`src/rtl/gray_level_quantizer_top_macros.svh`:
```
// Assertion macros shared by the quantizer RTL.
// Needs clk and rst_n in the scope of the module that uses them.
`ifndef GRAY_LEVEL_QUANTIZER_TOP_MACROS_SVH
`define GRAY_LEVEL_QUANTIZER_TOP_MACROS_SVH

// expression must hold at every clock edge out of reset
`define GLQ_ASSERT_ALWAYS(label, expr, msg) \
    label: assert property (@(posedge clk) disable iff (!rst_n) (expr)) else $error(msg);

// consequent must hold in the same cycle as the antecedent
`define GLQ_ASSERT_IMPLY(label, ante, cons, msg) \
    label: assert property (@(posedge clk) disable iff (!rst_n) (ante) |-> (cons)) else $error(msg);

`endif

```
`src/rtl/glq_pkg.sv`:
```
// Package for the gray level quantizer: widths, constants and beat types.
// No dependencies; used by every other source file of the block but the macros header.
package glq_pkg;

    localparam int PIX_W   = 8;
    localparam int LVL_W   = 9;
    localparam int QUOT_W  = 8;
    localparam int NUM_W   = 17;
    localparam int DIV_W   = 9;
    localparam int PROD_W  = 16;

    localparam logic [LVL_W-1:0] LEVEL_MIN   = 9'd2;
    localparam logic [LVL_W-1:0] LEVEL_MAX   = 9'd256;
    localparam logic [LVL_W-1:0] LEVEL_RESET = 9'd16;
    localparam logic [PROD_W-1:0] HALF_SCALE = 16'd127;
    localparam logic [PROD_W-1:0] FULL_SCALE = 16'd255;

    localparam int DIV_BITS_PER_STAGE_DEF = 2;

    // dividend/divisor beat for the reconstruction divide
    typedef struct packed {
        logic [NUM_W-1:0]  rem;
        logic [DIV_W-1:0]  divisor;
        logic [QUOT_W-1:0] quot;
        logic [PIX_W-1:0]  idx;
    } glq_div_t;

    function automatic logic [LVL_W-1:0] clamp_levels(input logic [LVL_W-1:0] v);
        logic [LVL_W-1:0] r;
        if (v < LEVEL_MIN)
        begin
            r = LEVEL_MIN;
        end
        else if (v > LEVEL_MAX)
        begin
            r = LEVEL_MAX;
        end
        else
        begin
            r = v;
        end
        return r;
    endfunction

endpackage

```
`src/rtl/glq_pix_if.sv`:
```
// Pixel input channel: valid/ready handshake with one gray sample per beat.
// Depends on glq_pkg.
interface glq_pix_if
    import glq_pkg::*;
();
    logic             valid;
    logic             ready;
    logic [PIX_W-1:0] gray_in;

    modport source (output valid, output gray_in, input ready);
    modport sink   (input valid, input gray_in, output ready);
endinterface

```
`src/rtl/glq_res_if.sv`:
```
// Result channel: valid/ready handshake, reconstructed gray and level index.
// Depends on glq_pkg.
interface glq_res_if
    import glq_pkg::*;
();
    logic             valid;
    logic             ready;
    logic [PIX_W-1:0] gray_out;
    logic [PIX_W-1:0] level_index;

    modport source (output valid, output gray_out, output level_index, input ready);
    modport sink   (input valid, input gray_out, input level_index, output ready);
endinterface

```
`src/rtl/glq_index.sv`:
```
// Level index pipeline: idx = floor((v*s + 127) / 255), then dividend 510*idx + s.
// Four register stages; depends on glq_pkg.
module glq_index
    import glq_pkg::*;
(
    input  logic              clk,
    input  logic              rst_n,
    input  logic              in_valid,
    output logic              in_ready,
    input  logic [PIX_W-1:0]  gray,
    input  logic [PIX_W-1:0]  steps,
    output logic              out_valid,
    input  logic              out_ready,
    output glq_div_t          out_data
);

    localparam int NSTG = 4;

    logic [NSTG-1:0] vld_reg;
    logic [NSTG-1:0] rdy;

    logic [PROD_W-1:0] p_reg, p_next;
    logic [PIX_W-1:0]  s1_reg, s2_reg, s3_reg;
    logic [PROD_W-1:0] q_reg, q_next;
    logic [PIX_W-1:0]  e_reg, e_next;
    logic [PIX_W-1:0]  idx_reg, idx_next;
    glq_div_t          div_reg, div_next;

    logic [23:0]       recip_sum;
    logic [PROD_W-1:0] r_est;

    always_comb
    begin
        rdy[NSTG-1] = !vld_reg[NSTG-1] || out_ready;
        for (int k = NSTG-2; k >= 0; k--)
        begin
            rdy[k] = !vld_reg[k] || rdy[k+1];
        end
    end

    assign in_ready  = rdy[0];
    assign out_valid = vld_reg[NSTG-1];
    assign out_data  = div_reg;

    // stage 1: v*s
    assign p_next = PROD_W'({8'd0, gray} * {8'd0, steps});

    // stage 2: q/255 estimated as q*257 >> 16, low by at most one
    assign q_next    = p_reg + HALF_SCALE;
    assign recip_sum = {8'd0, q_next} + {q_next, 8'd0};
    assign e_next    = recip_sum[23:16];

    // stage 3: one correction step, remainder is below 510
    assign r_est    = q_reg - {e_reg, 8'd0} + {8'd0, e_reg};
    assign idx_next = e_reg + PIX_W'(r_est >= FULL_SCALE);

    // stage 4: dividend 510*idx + s over divisor 2*s
    always_comb
    begin
        div_next.rem     = {idx_reg, 9'd0} - {8'd0, idx_reg, 1'b0} + {9'd0, s3_reg};
        div_next.divisor = {s3_reg, 1'b0};
        div_next.quot    = '0;
        div_next.idx     = idx_reg;
    end

    always_ff @(posedge clk or negedge rst_n)
    begin
        if (!rst_n)
        begin
            vld_reg <= '0;
        end
        else
        begin
            if (rdy[0])
            begin
                vld_reg[0] <= in_valid;
            end
            for (int k = 1; k < NSTG; k++)
            begin
                if (rdy[k])
                begin
                    vld_reg[k] <= vld_reg[k-1];
                end
            end
        end
    end

    always_ff @(posedge clk)
    begin
        if (rdy[0])
        begin
            p_reg  <= p_next;
            s1_reg <= steps;
        end
        if (rdy[1])
        begin
            q_reg  <= q_next;
            e_reg  <= e_next;
            s2_reg <= s1_reg;
        end
        if (rdy[2])
        begin
            idx_reg <= idx_next;
            s3_reg  <= s2_reg;
        end
        if (rdy[3])
        begin
            div_reg <= div_next;
        end
    end

endmodule

```
`src/rtl/glq_divider.sv`:
```
// Pipelined restoring divider for the reconstructed gray value.
// BITS_PER_STAGE quotient bits per register stage; depends on glq_pkg.
`include "gray_level_quantizer_top_macros.svh"
module glq_divider
    import glq_pkg::*;
#(
    parameter int BITS_PER_STAGE = DIV_BITS_PER_STAGE_DEF
)
(
    input  logic              clk,
    input  logic              rst_n,
    input  logic              in_valid,
    output logic              in_ready,
    input  glq_div_t          in_data,
    output logic              out_valid,
    input  logic              out_ready,
    output logic [PIX_W-1:0]  gray,
    output logic [PIX_W-1:0]  idx
);

    localparam int NSTG = QUOT_W / BITS_PER_STAGE;

    logic [NSTG-1:0] vld_reg;
    logic [NSTG-1:0] rdy;
    glq_div_t        st_reg  [NSTG];
    glq_div_t        st_next [NSTG];

    always_comb
    begin
        rdy[NSTG-1] = !vld_reg[NSTG-1] || out_ready;
        for (int k = NSTG-2; k >= 0; k--)
        begin
            rdy[k] = !vld_reg[k] || rdy[k+1];
        end
    end

    assign in_ready  = rdy[0];
    assign out_valid = vld_reg[NSTG-1];
    assign gray      = st_reg[NSTG-1].quot;
    assign idx       = st_reg[NSTG-1].idx;

    for (genvar k = 0; k < NSTG; k++)
    begin : g_stage
        glq_div_t stage_in;
        if (k == 0)
        begin : g_first
            assign stage_in = in_data;
        end
        else
        begin : g_rest
            assign stage_in = st_reg[k-1];
        end

        always_comb
        begin
            logic [NUM_W-1:0] sh;
            st_next[k] = stage_in;
            for (int j = 0; j < BITS_PER_STAGE; j++)
            begin
                sh = NUM_W'({8'd0, stage_in.divisor} << (QUOT_W-1 - k*BITS_PER_STAGE - j));
                if (st_next[k].rem >= sh)
                begin
                    st_next[k].rem = st_next[k].rem - sh;
                    st_next[k].quot[QUOT_W-1 - k*BITS_PER_STAGE - j] = 1'b1;
                end
            end
        end

        always_ff @(posedge clk or negedge rst_n)
        begin
            if (!rst_n)
            begin
                vld_reg[k] <= 1'b0;
            end
            else if (rdy[k])
            begin
                vld_reg[k] <= (k == 0) ? in_valid : vld_reg[(k == 0) ? 0 : k-1];
            end
        end

        always_ff @(posedge clk)
        begin
            if (rdy[k])
            begin
                st_reg[k] <= st_next[k];
            end
        end
    end

    `GLQ_ASSERT_IMPLY(a_div_nonzero, in_valid, in_data.divisor >= 9'd2, "divisor below two")
    `GLQ_ASSERT_IMPLY(a_quot_fits, in_valid,
        in_data.rem < NUM_W'({8'd0, in_data.divisor} << QUOT_W), "quotient exceeds eight bits")
    `GLQ_ASSERT_IMPLY(a_rem_final, out_valid,
        st_reg[NSTG-1].rem < {8'd0, st_reg[NSTG-1].divisor}, "remainder not below divisor")

endmodule

```
`src/rtl/gray_level_quantizer_top.sv`:
```
// Gray level quantizer: one 8-bit pixel per beat in, one (gray_out, level_index) beat out,
// sustained at one pixel per clock while res.ready stays high. Four stages form the
// level index, the rest are the pipelined divider that rebuilds the gray value. Ready
// runs back through all stages in the same cycle, so a stall only fills bubbles.
// level_count saturates to 2..256 and resets to 16.
`include "gray_level_quantizer_top_macros.svh"
module gray_level_quantizer_top
    import glq_pkg::*;
#(
    parameter int DIV_BITS_PER_STAGE = DIV_BITS_PER_STAGE_DEF
)
(
    input  logic             clk,
    input  logic             rst_n,
    input  logic             cfg_we,
    input  logic [LVL_W-1:0] cfg_wdata,
    glq_pix_if.sink          pix,
    glq_res_if.source        res
);

    logic [LVL_W-1:0] level_count_reg;
    logic [LVL_W-1:0] level_count_next;
    logic [PIX_W-1:0] steps;

    logic             mid_valid;
    logic             mid_ready;
    glq_div_t         mid_data;

    assign level_count_next = clamp_levels(cfg_wdata);
    assign steps            = PIX_W'(level_count_reg - 9'd1);

    always_ff @(posedge clk or negedge rst_n)
    begin
        if (!rst_n)
        begin
            level_count_reg <= LEVEL_RESET;
        end
        else if (cfg_we)
        begin
            level_count_reg <= level_count_next;
        end
    end

    glq_index u_index (
        .clk       (clk),
        .rst_n     (rst_n),
        .in_valid  (pix.valid),
        .in_ready  (pix.ready),
        .gray      (pix.gray_in),
        .steps     (steps),
        .out_valid (mid_valid),
        .out_ready (mid_ready),
        .out_data  (mid_data)
    );

    glq_divider #(
        .BITS_PER_STAGE (DIV_BITS_PER_STAGE)
    ) u_divider (
        .clk       (clk),
        .rst_n     (rst_n),
        .in_valid  (mid_valid),
        .in_ready  (mid_ready),
        .in_data   (mid_data),
        .out_valid (res.valid),
        .out_ready (res.ready),
        .gray      (res.gray_out),
        .idx       (res.level_index)
    );

    `GLQ_ASSERT_ALWAYS(a_level_range,
        level_count_reg >= LEVEL_MIN && level_count_reg <= LEVEL_MAX, "level count out of range")
    `GLQ_ASSERT_IMPLY(a_index_range, res.valid,
        {1'b0, res.level_index} < level_count_reg, "level index beyond level count")
    `GLQ_ASSERT_IMPLY(a_ready_chain, res.ready, pix.ready, "input stalled while output drains")

endmodule

```
`src/flat_wrapper.sv`:
```
// flat-port wrapper written by rule: the top's interface ports become plain ports
module gray_level_quantizer_top_flat import glq_pkg::*;
#(
    parameter int DIV_BITS_PER_STAGE = DIV_BITS_PER_STAGE_DEF
)
  (clk, rst_n, cfg_we, cfg_wdata, pix_valid, pix_gray_in, pix_ready, res_valid, res_gray_out, res_level_index, res_ready);
  glq_pix_if pix_i ();
  glq_res_if res_i ();
  input  logic clk;
  input  logic rst_n;
  input  logic cfg_we;
  input  logic [LVL_W-1:0] cfg_wdata;
  input wire logic [$bits(pix_i.valid)-1:0] pix_valid;
  input wire logic [$bits(pix_i.gray_in)-1:0] pix_gray_in;
  output wire logic [$bits(pix_i.ready)-1:0] pix_ready;
  output wire logic [$bits(res_i.valid)-1:0] res_valid;
  output wire logic [$bits(res_i.gray_out)-1:0] res_gray_out;
  output wire logic [$bits(res_i.level_index)-1:0] res_level_index;
  input wire logic [$bits(res_i.ready)-1:0] res_ready;
  assign pix_i.valid = pix_valid;
  assign pix_i.gray_in = pix_gray_in;
  assign pix_ready = pix_i.ready;
  assign res_valid = res_i.valid;
  assign res_gray_out = res_i.gray_out;
  assign res_level_index = res_i.level_index;
  assign res_i.ready = res_ready;
  gray_level_quantizer_top #(.DIV_BITS_PER_STAGE(DIV_BITS_PER_STAGE)) u_core (.clk(clk), .rst_n(rst_n), .cfg_we(cfg_we), .cfg_wdata(cfg_wdata), .pix(pix_i), .res(res_i));
endmodule
```
`config.mk`:
```
export PLATFORM = sky130hd
export DESIGN_NAME = gray_level_quantizer_top_flat
export DESIGN_NICKNAME = d
export VERILOG_FILES = /design/src/rtl/glq_pkg.sv /design/src/rtl/glq_pix_if.sv /design/src/rtl/glq_res_if.sv /design/src/rtl/glq_index.sv /design/src/rtl/glq_divider.sv /design/src/rtl/gray_level_quantizer_top.sv /design/src/flat_wrapper.sv
export VERILOG_INCLUDE_DIRS = /design/src /design/src/rtl
export SDC_FILE = /design/constraint.sdc
export NUM_CORES = 1
export LEC_CHECK = 0
export ABC_AREA = 1
export BUFFER_PORTS_ARGS = -buffer_cell sky130_fd_sc_hd__buf_2
export CORE_MARGIN = 2
export CORE_UTILIZATION = 55
export DETAILED_ROUTE_END_ITERATION = 16
export GPL_TIMING_DRIVEN = 0
export PLACE_DENSITY = 0.71
export SYNTH_ARGS = -nofsm -noshare
export SYNTH_HDL_FRONTEND = slang
export SYNTH_HIERARCHICAL = 1
export SYNTH_SLANG_ARGS = --single-unit
```
`constraint.sdc`:
```
create_clock -name clk -period 8.2 [get_ports clk]
set_clock_uncertainty 0.1 [all_clocks]
set_input_delay 1.23 -clock clk [delete_from_list [all_inputs] [get_ports clk]]
set_output_delay 1.23 -clock clk [all_outputs]
set_load 0.02 [all_outputs]
```
Yosys cells after proc, flatten, opt, wreduce, memory -nomap -nowiden --
Memory sizes are Yosys's and may differ from the RTL's. Cells that the tools add are included.
Storage, ports and cells: bits in registers 121, memory bits (writable) 168, bits of input ports 22, output and inout bits 18, word-level logic and storage cells 90, memories 1
Operators by class: $add $sub $neg 16, multiply operators 1, order comparisons 11, muxes and demuxes 26, reduce and logical (&&, ||, !) cells 16
Memories:
- u_core.u_divider.st_reg | depth 4, bits a word 42, rd ports 4, clocked after Yosys merged registers in 0, write ports 4, line glq_divider.sv:25 | glq_div_t st_reg [NSTG];
Operators by type and width (number):
- $mux W17 | 8
- $sub A17 B9 Y17 | 2
- $add A16 B24 Y24 | 1
- $add A17 B8 Y17 | 1
- $ge A17 B10 Y1 | 1
- $ge A17 B11 Y1 | 1
- $ge A17 B12 Y1 | 1
- $ge A17 B13 Y1 | 1
- $ge A17 B14 Y1 | 1
- $ge A17 B15 Y1 | 1
- $ge A17 B16 Y1 | 1
- $ge A17 B9 Y1 | 1
- $sub A17 B10 Y17 | 1
- $sub A17 B11 Y17 | 1
- $sub A17 B12 Y17 | 1
- $sub A17 B13 Y17 | 1
- $sub A17 B14 Y17 | 1
- $sub A17 B15 Y17 | 1
- $sub A17 B16 Y17 | 1
- $add A16 B7 Y16 const B | 1
- $add A16 B8 Y16 | 1
- $ge A16 B8 Y1 const B | 1
- $mul A8 B8 Y16 | 1
- $mux W1 | 16
- other kinds (8) | 23

Depth between registers and ports, before layout --
depth in word-level cells 9, depth in mapped cells 27, depth with buffers taken out 26

By module --
Netlist, hierarchy kept.
Modules (own cells, without submodules):
- glq_divider | instances 1, cells each 1135, area each 9669.3 um^2
- glq_index | instances 1, cells each 960, area each 8419.3 um^2
- gray_level_quantizer_top | instances 1, cells each 66, area each 493.0 um^2

Worst setup path after synthesis --
OpenSTA, ideal clock, no wires.
kind input to output, from input res_ready, to output pix_ready, arrival 5.830 ns, required time 6.870 ns, slack 1.040 ns, stages 12, cell sequence nor2_1 -> inv_1 -> nor2_1 -> inv_1 -> nor2_1 -> nand2_1 -> nor2_1 -> inv_1 -> nor2_1 -> inv_1 -> nor2_1 -> nand2_1
Between the ends: cells in the longest elaborated chain, start to end 8
RTL lines:
- start, declared | line flat_wrapper.sv:19 | input wire logic [$bits(res_i.ready)-1:0] res_ready;
- $logic_or A1 B1 Y1 | line glq_divider.sv:30 | rdy[NSTG-1] = !vld_reg[NSTG-1] || out_ready;
- named net u_core.u_divider.rdy[3] | line glq_divider.sv:24 | logic [NSTG-1:0] rdy;
- $logic_or A1 B1 Y1 | line glq_divider.sv:33 | rdy[k] = !vld_reg[k] || rdy[k+1];
- named net u_core.u_divider.rdy[2] | line glq_divider.sv:24
- $logic_or A1 B1 Y1 (2 in a row) | line glq_divider.sv:33
- named net u_core.mid_ready | line gray_level_quantizer_top.sv:26 | logic mid_ready;
- $logic_or A1 B1 Y1 | line glq_index.sv:34 | rdy[NSTG-1] = !vld_reg[NSTG-1] || out_ready;
- named net u_core.u_index.rdy[3] | line glq_index.sv:20 | logic [NSTG-1:0] rdy;
- $logic_or A1 B1 Y1 | line glq_index.sv:37 | rdy[k] = !vld_reg[k] || rdy[k+1];
- named net u_core.u_index.rdy[2] | line glq_index.sv:20
- $logic_or A1 B1 Y1 (2 in a row) | line glq_index.sv:37
- end, declared | line flat_wrapper.sv:15 | output wire logic [$bits(pix_i.ready)-1:0] pix_ready;
The timed path passes the listed nets, and every way through them passes these cells.

Worst setup path in the final report --
Same ends and word-level chain as after synthesis.

==> results.md <==
* Status: finished clean
* Post-synthesis sequential area ratio at 0.419
* Post-Syn Instances at 2161
* Max FFs per register at 142
* Post-DP HPWL at ~31 mm
* Routed WL per cell at 14.2 um
* Final setup viols at 0
* Relative slew slack at 0.204
* Predominant post-synthesis flop cell: edfxtp_1
* Warnings, synthesis at 6
* Initial antenna violation count at 0
* Row cnt at 67
* N_diodes at 0
* CP startpoint kind: input port
* Kind of critical path: input port to primary output
* Largest net degree at the start of global routing at 45
* Leading area contributor after synthesis: edfxtp_1
* Yosys reg bits at 262
* CTS buffer count at 28
* CTS root buf: clkbuf_16
* Register area at 7790 um2
* R2R Setup Slk at about 2.5 ns
* Slew Viols, Final at 0
* Post-DR vias/cell at 5.11
* Synth cell count leaders: nand2_1 (573), inv_1 (402), edfxtp_1 (246)
* Initial DRC count at 646
* Area occupied by multi-input gates at 9070 um2
* Layout area overhead at 9.21%
* H-Tree Depth at 1
* Vias in the first global route at 13900
* Layout cells sized above 1 at 0.0844
* Number of synthesized flops with an enable pin at 246
* Most frequent cell after synthesis: nand2_1
* Final period utilization at 0.873
* Core ar. at 33400 um2
* Reg2Reg Depth at 21
* GR Util All Layers at 0.223
* Hold-fix buffers, CTS at 0
* Crit-path max FO at 44
* FMAX at 140 MHz
* Worst setup margin at a little over 1 ns
* Final worst path period need at 7.16 ns
* Reg clk slew, reported paths at 0.06 ns
* Hold-critical path depth at 0
* Mapped cell area at about 19000 um2
* Nets at 2451
* Avg Inst Size Synth at roughly 8.6 um2
* Io pins at 40
* First-pass GRT wire length at 64.4 mm
* Drt drc at 0
* Full die area at 35300 um2
* CTS tree: built
* Yosys top cell area share at 0.398
* Overflow after GRT at 0
* Crit end category: primary output
* WP data arrival at 5.83 ns
* Cell variety after synth at 55
* Chip Height at 188 um
* Post-CTS setup buffers at 0
* Max Cap Viol at 0
* Die width at 188 um
* RSZ-0062 raised after global routing: false
* Total Wirelength at roughly 38 mm
* Final core utilization at 0.608
* Clock Latency Late Sink at roughly 0.54 ns
* Worst hold slack at 0.309 ns
* Via count at 13800
* Critical path required time at approximately 6.9 ns
* Hold Path Class: flip-flop to flip-flop
* Initial Util at 0.557
* Pre-CTS setup slack at 0.493 ns
* Fill cells at slightly below 3000
* Gpl congestion at 0.931
* Worst-Margin Slew at 1.19 ns
* DRT antenna net count at 0
* Top cells by area, synth: edfxtp_1 (40%), nand2_1 (12%), ha_1 (11%)
* Hold Fails Final Rpt at 0
* Clock sinks at 262
* Detailed Routing Iterations Pass 1 at 6
* CTS max path bufs at 3
* Port-buffer cells at 30
* Async SR Flop Fraction at 0.0611
## metal layers
| layer | vias up | wire (um) | track usage |
|---|---|---|---|
| met5 | - | 0 | 0 |
| met4 | 0 | 1420 | 0.0830 |
| met3 | 90 | 1160 | 0.0240 |
| met2 | 241 | 19500 | 0.418 |
| met1 | 6388 | 16200 | 0.261 |
| li1 | 7071 | - | - |
## final timing paths
| kind | startpoint | endpoint |
|---|---|---|
| worst min-delay path | u_core/u_index/out_data[7]$_DFFE_PP_ | u_core/u_divider/st_reg[0][7]$_DFFE_PP_ |
| worst min register to register | u_core/u_index/out_data[7]$_DFFE_PP_ | u_core/u_divider/st_reg[0][7]$_DFFE_PP_ |
| min in group asynchronous | rst_n | u_core/level_count_reg[6]$_DFFE_PN0P_ |
| worst max-delay path | res_ready | pix_ready |
| max in group asynchronous | rst_n | u_core/level_count_reg[4]$_DFFE_PN1P_ |
| worst max register to register | u_core/level_count_reg[0]$_DFFE_PN0P_ | u_core/u_index/p_reg[13]$_DFFE_PP_ |
## logic make-up after synthesis
| kind of cell | synth area share |
|---|---|
| and+or+nand+nor | 0.231 |
| buffers and inverters | 0.0946 |
| DFF | 0.419 |
| adders and majority gates | 0.151 |
| AOI/OAI and AO/OA | 0.0543 |
| xor gates and xnor gates | 0.0490 |
| other | 0.000202 |
## metrics by stage
step,setup TNS (ns),area [um2],instances
final,0,20300,2700
after global routing,0,20300,2700
after CTS,0,20300,2700
after detailed placement,0,19300,2648
after global placement,-0.809,19300,2647
after floorplan,0,18600,2169
## timing repair
item                                    4_1_cts  5_1_grt
endpoints found under the hold margin         0        0
endpoints found under the setup margin        0        1
gates resized for setup                       0        1
## cell usage in the layout (no fill, tap or decap), types with 3 or more instances in the layout
master / count
conb_1: 9
nand3b_1: 13
nand2_4: 10
o21ai_0: 61
dfrtp_1: 15
nor3_1: 13
a31oi_1: 9
xor2_1: 75
buf_2: 36
inv_2: 9
nor2_2: 11
edfxtp_1: 246
o21ai_1: 4
clkinv_2: 7
nand4_1: 25
nand3_1: 122
nand2_1: 572
o21a_1: 4
a21oi_1: 73
buf_4: 12
bufinv_16: 4
clkbuf_16: 29
or2_2: 11
a21o_1: 4
buf_6: 3
nor2_4: 9
nor4_1: 3
clkinv_1: 3
inv_6: 3
fa_1: 43
and3_1: 3
clkbuf_1: 20
inv_1: 399
nor2_1: 135
ha_1: 156
nand3_2: 10
nand2_2: 23
o21bai_1: 9
xnor2_1: 29
## critical path, cell delays in order
cell and delay, ns:
buf_2 0.08, nor2_1 0.03, inv_1 0.58, nor2_1 0.12
inv_2 0.72, nor2_1 0.23, nand2_2 0.20, buf_12 0.24
nor2_1 0.11, clkinvlp_4 0.47, nor2_1 0.08, inv_1 0.50
nor2_1 0.14, nand2_1 0.76, buf_2 0.31
## layout make-up
| class | instances | share of cell area |
|---|---|---|
| Buffer | 36 | 0.0104 |
| Timing Repair Buffer | 31 | 0.00839 |
| Sequential cell | 262 | 0.384 |
| Inverter | 411 | 0.0765 |
| Multi-Input combinational cell | 1460 | 0.447 |
| Clock inverter | 18 | 0.00986 |
| Tap cell | 448 | 0.0276 |
| Clock buffer | 34 | 0.0367 |
Power is left out: the tool's default activity adds up to more than one toggle a clock period on the data nets, which glitch-free logic cannot reach.
